[src/rtl/core/ppg_pkg.sv]
// Shared constants, register codes and pipeline sideband type for the
// perspective point-to-grid block. No dependencies.
package ppg_pkg;

  localparam int COORD_WIDTH_DEF = 16;
  localparam int GRID_SIZE_DEF   = 8;
  localparam int ROT_W           = 16;
  localparam int ROT_COL_W       = 3 * ROT_W;
  localparam int FOCAL_W         = 12;
  localparam int PROJ_W          = 18;
  localparam int CFG_DATA_W      = ROT_COL_W;
  localparam int CFG_IDX_W       = 3;
  localparam int DISPLAY_SPAN    = 1000;

  localparam logic signed [PROJ_W-1:0] PROJ_MAX = 18'sd131071;
  localparam logic signed [PROJ_W-1:0] PROJ_MIN = -18'sd131072;

  localparam int                     CAM_Z_RESET   = -512;
  localparam logic [ROT_COL_W-1:0]   ROT0_RESET    = 48'd16384;
  localparam logic [ROT_COL_W-1:0]   ROT1_RESET    = 48'd1073741824;
  localparam logic [ROT_COL_W-1:0]   ROT2_RESET    = 48'd70368744177664;
  localparam logic [FOCAL_W-1:0]     FOCAL_RESET   = 12'd289;

  typedef enum logic [CFG_IDX_W-1:0] {
    REG_CAM_X    = 3'd0,
    REG_CAM_Y    = 3'd1,
    REG_CAM_Z    = 3'd2,
    REG_ROT_COL0 = 3'd3,
    REG_ROT_COL1 = 3'd4,
    REG_ROT_COL2 = 3'd5,
    REG_FOCAL    = 3'd6
  } cfg_reg_t;

  // valid and in-front flag that ride along with each point
  typedef struct packed {
    logic valid;
    logic front;
  } side_t;

endpackage

[src/rtl/core/ppg_grid.sv]
// Grid binning and output register. Depends on ppg_pkg.
module ppg_grid #(
  parameter int GRID_SIZE = ppg_pkg::GRID_SIZE_DEF,
  localparam int GB = $clog2(GRID_SIZE)
) (
  input  logic                              clk,
  input  logic                              rst,
  input  logic                              en,
  input  ppg_pkg::side_t                    side_in,
  input  logic signed [ppg_pkg::PROJ_W-1:0] qx,
  input  logic signed [ppg_pkg::PROJ_W-1:0] qy,
  output logic                              out_valid,
  output logic                              in_front,
  output logic signed [ppg_pkg::PROJ_W-1:0] proj_x,
  output logic signed [ppg_pkg::PROJ_W-1:0] proj_y,
  output logic                              lit,
  output logic [GB-1:0]                     grid_col,
  output logic [GB-1:0]                     grid_row
);

  localparam int QW    = ppg_pkg::PROJ_W;
  localparam int HALF  = ppg_pkg::DISPLAY_SPAN / 2;
  localparam int CELL  = ppg_pkg::DISPLAY_SPAN / GRID_SIZE;
  localparam int SPAN  = CELL * GRID_SIZE;

  logic signed [QW:0] t [2];
  logic               on [2];
  logic [GB-1:0]      bin [2];
  logic               hit;

  always_comb begin
    t[0] = (QW+1)'(qx) + (QW+1)'(HALF);
    t[1] = (QW+1)'(qy) + (QW+1)'(HALF);
    for (int a = 0; a < 2; a++) begin
      on[a]  = (t[a] >= 0) && (t[a] < (QW+1)'(SPAN));
      bin[a] = '0;
      for (int j = 1; j < GRID_SIZE; j++) begin
        if (t[a] >= (QW+1)'(j * CELL)) bin[a] = GB'(j);
      end
    end
    hit = side_in.front && on[0] && on[1];
  end

  always_ff @(posedge clk) begin
    if (rst) begin
      out_valid <= 1'b0;
    end else if (en) begin
      out_valid <= side_in.valid;
    end
  end

  always_ff @(posedge clk) begin
    if (en) begin
      in_front <= side_in.front;
      proj_x   <= side_in.front ? qx : '0;
      proj_y   <= side_in.front ? qy : '0;
      lit      <= hit;
      grid_col <= hit ? bin[0] : '0;
      grid_row <= hit ? bin[1] : '0;
    end
  end

endmodule

[config.mk]
export PLATFORM = sky130hd
export DESIGN_NAME = ppg_grid
export DESIGN_NICKNAME = d
export VERILOG_FILES = /design/src/rtl/core/ppg_pkg.sv /design/src/rtl/core/ppg_grid.sv
export SDC_FILE = /design/constraint.sdc
export NUM_CORES = 1
export LEC_CHECK = 0
export ABC_AREA = 0
export BUFFER_PORTS_ARGS = -buffer_cell sky130_fd_sc_hd__buf_2
export CAP_MARGIN = 25
export CORE_ASPECT_RATIO = 1.1
export CORE_MARGIN = 1.5
export CORE_UTILIZATION = 30
export DETAILED_ROUTE_END_ITERATION = 8
export PLACE_DENSITY = 0.51
export SLEW_MARGIN = 20
export SYNTH_ARGS = -nofsm -noshare
export SYNTH_HDL_FRONTEND = slang
export SYNTH_SLANG_ARGS = --single-unit
export TNS_END_PERCENT = 10
[constraint.sdc]
create_clock -name clk -period 5.1 [get_ports clk]
set_input_delay 1.02 -clock clk [delete_from_list [all_inputs] [get_ports clk]]
set_output_delay 1.02 -clock clk [all_outputs]
set_load 0.02 [all_outputs]
==> key figures <==
Status
  • Outcome: finished clean

Power and ir drop
  • Power Total: 975 uW
  • Leak pwr: around 1.5 nW
  • Sequential Power Share: 45.4%
  • Internal Power: between 600 and 700 uW
  • Switching portion of total power: between 20% and 30%
  • VDD IR-drop max: 0.120 mV
  • Pwr/cell area: approximately 250 mW/mm^2
  • Comb pwr share: 21.6%
  • P_sw: 284 uW
  • Clock power share: 33.0%

Critical path
  • Register-to-Register Path Depth: 2
  • Critical path peak fanout: 12
  • CP arrival: between 4000 and 5000 ps
  • Slowest cell on crit path: or4_1
  • Crit. path cell count: 14
  • Setup crit end: grid_row[0]$_SDFFCE_PN0P_
  • Reg2reg start: out_valid$_SDFFE_PP0P_
  • Required time worst endpoint: approximately 5200 ps
  • R2r endpoint: out_valid$_SDFFE_PP0P_
  • WP buf/inv: 2
  • Setup Crit Path Kind: input pin to flip-flop
  • Crit path cell chain: buf_2, ha_1, or4_1, o21ai_1, mux2_2, o32ai_1, and4_1, o311a_1, ha_1, nand3_1, inv_2, nand2_1, a21o_1, o211ai_1
  • Crit start category: input pin
  • Reg2reg setup slack: 4530 ps
  • Slowest stage delay, CP: approximately 500 ps
  • Critical Path Start: qy[2]
  • Most common cell on crit path: ha_1
  • Crit. End Element: flip-flop
  • CP delay by family, top: simple AND/OR/NAND/NOR gates

Finish
  • Area grow syn2layout: 21.6%
  • Diodes inserted: 0
  • Final core utilization: between 30% and 40%
  • Fill cells: about 1.1k
  • Area of the multi-input gates: between 0.0015 and 0.002 mm^2
  • Share of cells above drive strength 1: roughly 26%
  • Finished Layout Cells: about 550
  • # nets final: around 450
  • Flip-flop and latch area: 0.00134 mm^2

Drt
  • Drt pass-1 iters: 5
  • Initial drt markers: between 150 and 200
  • Vias post-DR: 2871
  • Drt total wl: about 8300 um
  • Via density: 5.26
  • Drt drc: 0
  • WL per Instance: between 15 and 20 um
  • Final antenna-violating net count: 0

Place
  • HPWL after DPL: approximately 6300 um
  • GP Congestion: 0.886
  • Port Buffer Count: between 80 and 90
  • Dpl cells: 538

Timing
  • Least-Margin Pin Slew: between 600 and 700 ps
  • Unrepaired setup endpoints after global routing: false
  • Setup TNS Final: 0 ps
  • Final setup vio count: 0
  • FMAX: roughly 240 MHz
  • Worst slew margin: a little under 60%
  • Minimum clock period: slightly above 4000 ps
  • Final Skew: 0 ps
  • Slew Limit Fails: 0
  • Fin. Hold Viols: 0
  • Final Cycle Share: 81.0%

Die
  • Die Width: 101 um
  • Number of core rows: 39
  • Die footprint: approximately 0.011 mm^2
  • Initial Util: roughly 30%
  • Die height: ~110 um
  • IO Pins: 86
  • Core box area: between 0.01 and 0.015 mm^2

CTS
  • Worst-path clk slew: 60 ps
  • H-Tree Depth: 2
  • Quantity of gates resized following cts: 0
  • Clock Latency Late Sink: 290 ps
  • Buffer count from post-CTS setup fixing: 0
  • # hold bufs at CTS: 0
  • TritonCTS Buffers: 5
  • Sink Count: 45
  • CTS tree: yes
  • Clock buffer depth: 2
  • Clk root buf: clkbuf_16

Synthesis
  • Synth warn: 0
  • Synth Net Count: around 380
  • Share of the synthesized area in the top cell type: between 40% and 50%
  • Largest family of logic cells by synthesized area: simple AND/OR/NAND/NOR gates
  • Post-Synth Adder-Cell Area: under 10%
  • Synth Flop Type: edfxtp_1
  • Netlist Area Pre-Place: 0.00317 mm^2
  • Count leader, synth: edfxtp_1
  • Avg Inst Size Synth: between 9 and 10 um^2
  • Synth cell types: 71
  • Xor-xnor portion of the synthesized cell area: about 2.8%
  • Post-Syn Instances: approximately 330
  • Post-synthesis compound-gate area fraction: approximately 20%
  • Ys async rst share: 0%
  • Simple-gate portion of the synthesized area: 26.1%
  • Post-synth EDFFs: 44
  • FF+latch count, synth: 45
  • Largest area contributor in the netlist: edfxtp_1
  • Seq/Total Area, Yosys: between 40% and 50%
  • Synth area leaders: edfxtp_1 42%, and2_1 7.5%, ha_1 3.9%
  • Commonest cells in the netlist: 44 x edfxtp_1, 38 x and2_1, 20 x nand2_1
  • Post-synthesis mux area share: 1.03%

Hold path
  • Worst hold path class: flip-flop to flip-flop
  • HP Start: out_valid$_SDFFE_PP0P_

GRT
  • Gr ovfl total: 0
  • GRT Total Usage: 15.1%
  • Global-route wire length before repair: about 13000 um
  • Initial antenna violation count: 0
  • Vias in the first global route: about 2.6k
  • Largest net degree at the start of global routing: 46

Flow run
  • Max Cap Viol: 0
worst reg2reg max path: cells and delay by family (launching register included):
kind / cells / cell delay (ps)
mux: 1 / 120
flops: 1 / 310
simple gates: 1 / 50
state kept, by name, summed over array words and instances (netlist names):
| signal | flops |
|---|---|
| proj_x | 18 |
| proj_y | 18 |
| grid_col | 3 |
| grid_row | 3 |
| in_front | 1 |
| lit | 1 |
| out_valid | 1 |
power by group through the flow:
stage	combinational (mW)	sequential (mW)	clock [mW]
detailed placement	0.210	0.451	0
CTS	0.211	0.444	0.329
global placement	0.210	0.451	0
floorplan	0.0919	0.487	0
global route	0.231	0.445	0.344
finish	0.211	0.443	0.322
worst min path at each step:
stage	to	slack, ps	cells past startpoint
2_1_floorplan	out_valid$_SDFFE_PP0P_	580	2
3_3_place_gp	out_valid$_SDFFE_PP0P_	470	2
3_5_place_dp	out_valid$_SDFFE_PP0P_	480	2
4_1_cts	out_valid$_SDFFE_PP0P_	500	2
5_1_grt	out_valid$_SDFFE_PP0P_	510	2
6_report	out_valid$_SDFFE_PP0P_	490	2
cell type report:
cell class                 count  share of cell area, %
multi-input combinational    252                   44.3
sequential                    45                   34.8
timing repair buffer          87                   11.4
tap                          143                   4.64
clock buffer                   6                   3.35
inverter                      11                   1.07
clock inverter                 2                  0.390
layer usage:
layer,track usage (%),vias to the layer above,routed length [um]
met4,6.30,0,175
li1,-,1393,-
met1,19.4,1372,3740
met3,2.84,10,475
met5,0,-,0
met2,24.8,96,3950
cell families (layout without fill, tap and decap cells):
kind of cell	count (synthesis)	after routing
simple gates	143	143
compound gates	86	86
flops	45	45
buf+inv	28	106
fa+ha+maj	10	10
xor+xnor	10	10
mux	3	3
layout by cell type (no fill, tap or decap), types with 3 or more instances in the layout:
| cell type | n |
|---|---|
| ha_1 | 10 |
| nor2_1 | 18 |
| o32ai_1 | 3 |
| o21ai_0 | 12 |
| nand2b_1 | 3 |
| inv_1 | 10 |
| nor4_1 | 4 |
| a31oi_1 | 5 |
| or4_1 | 3 |
| o21ai_1 | 3 |
| nand2_1 | 20 |
| xnor2_1 | 6 |
| edfxtp_1 | 44 |
| buf_2 | 85 |
| nor2b_1 | 8 |
| o31ai_1 | 5 |
| nor3_1 | 10 |
| clkbuf_16 | 5 |
| nand4_1 | 5 |
| a21oi_1 | 18 |
| and2_1 | 38 |
| nand3_1 | 10 |
| xor2_1 | 4 |
| nor3b_1 | 3 |
| or3_1 | 3 |
| a211oi_1 | 3 |
through the flow:
stage,cell area [um^2],hold WS [ps],worst slack [ps]
after detailed placement,3710,484,693
after CTS,3850,499,969
after global placement,3710,471,805
after global routing,3850,510,730
final,3850,491,971
after floorplan,3170,579,1110
No activity file was read; power rests on OpenSTA's default activity.
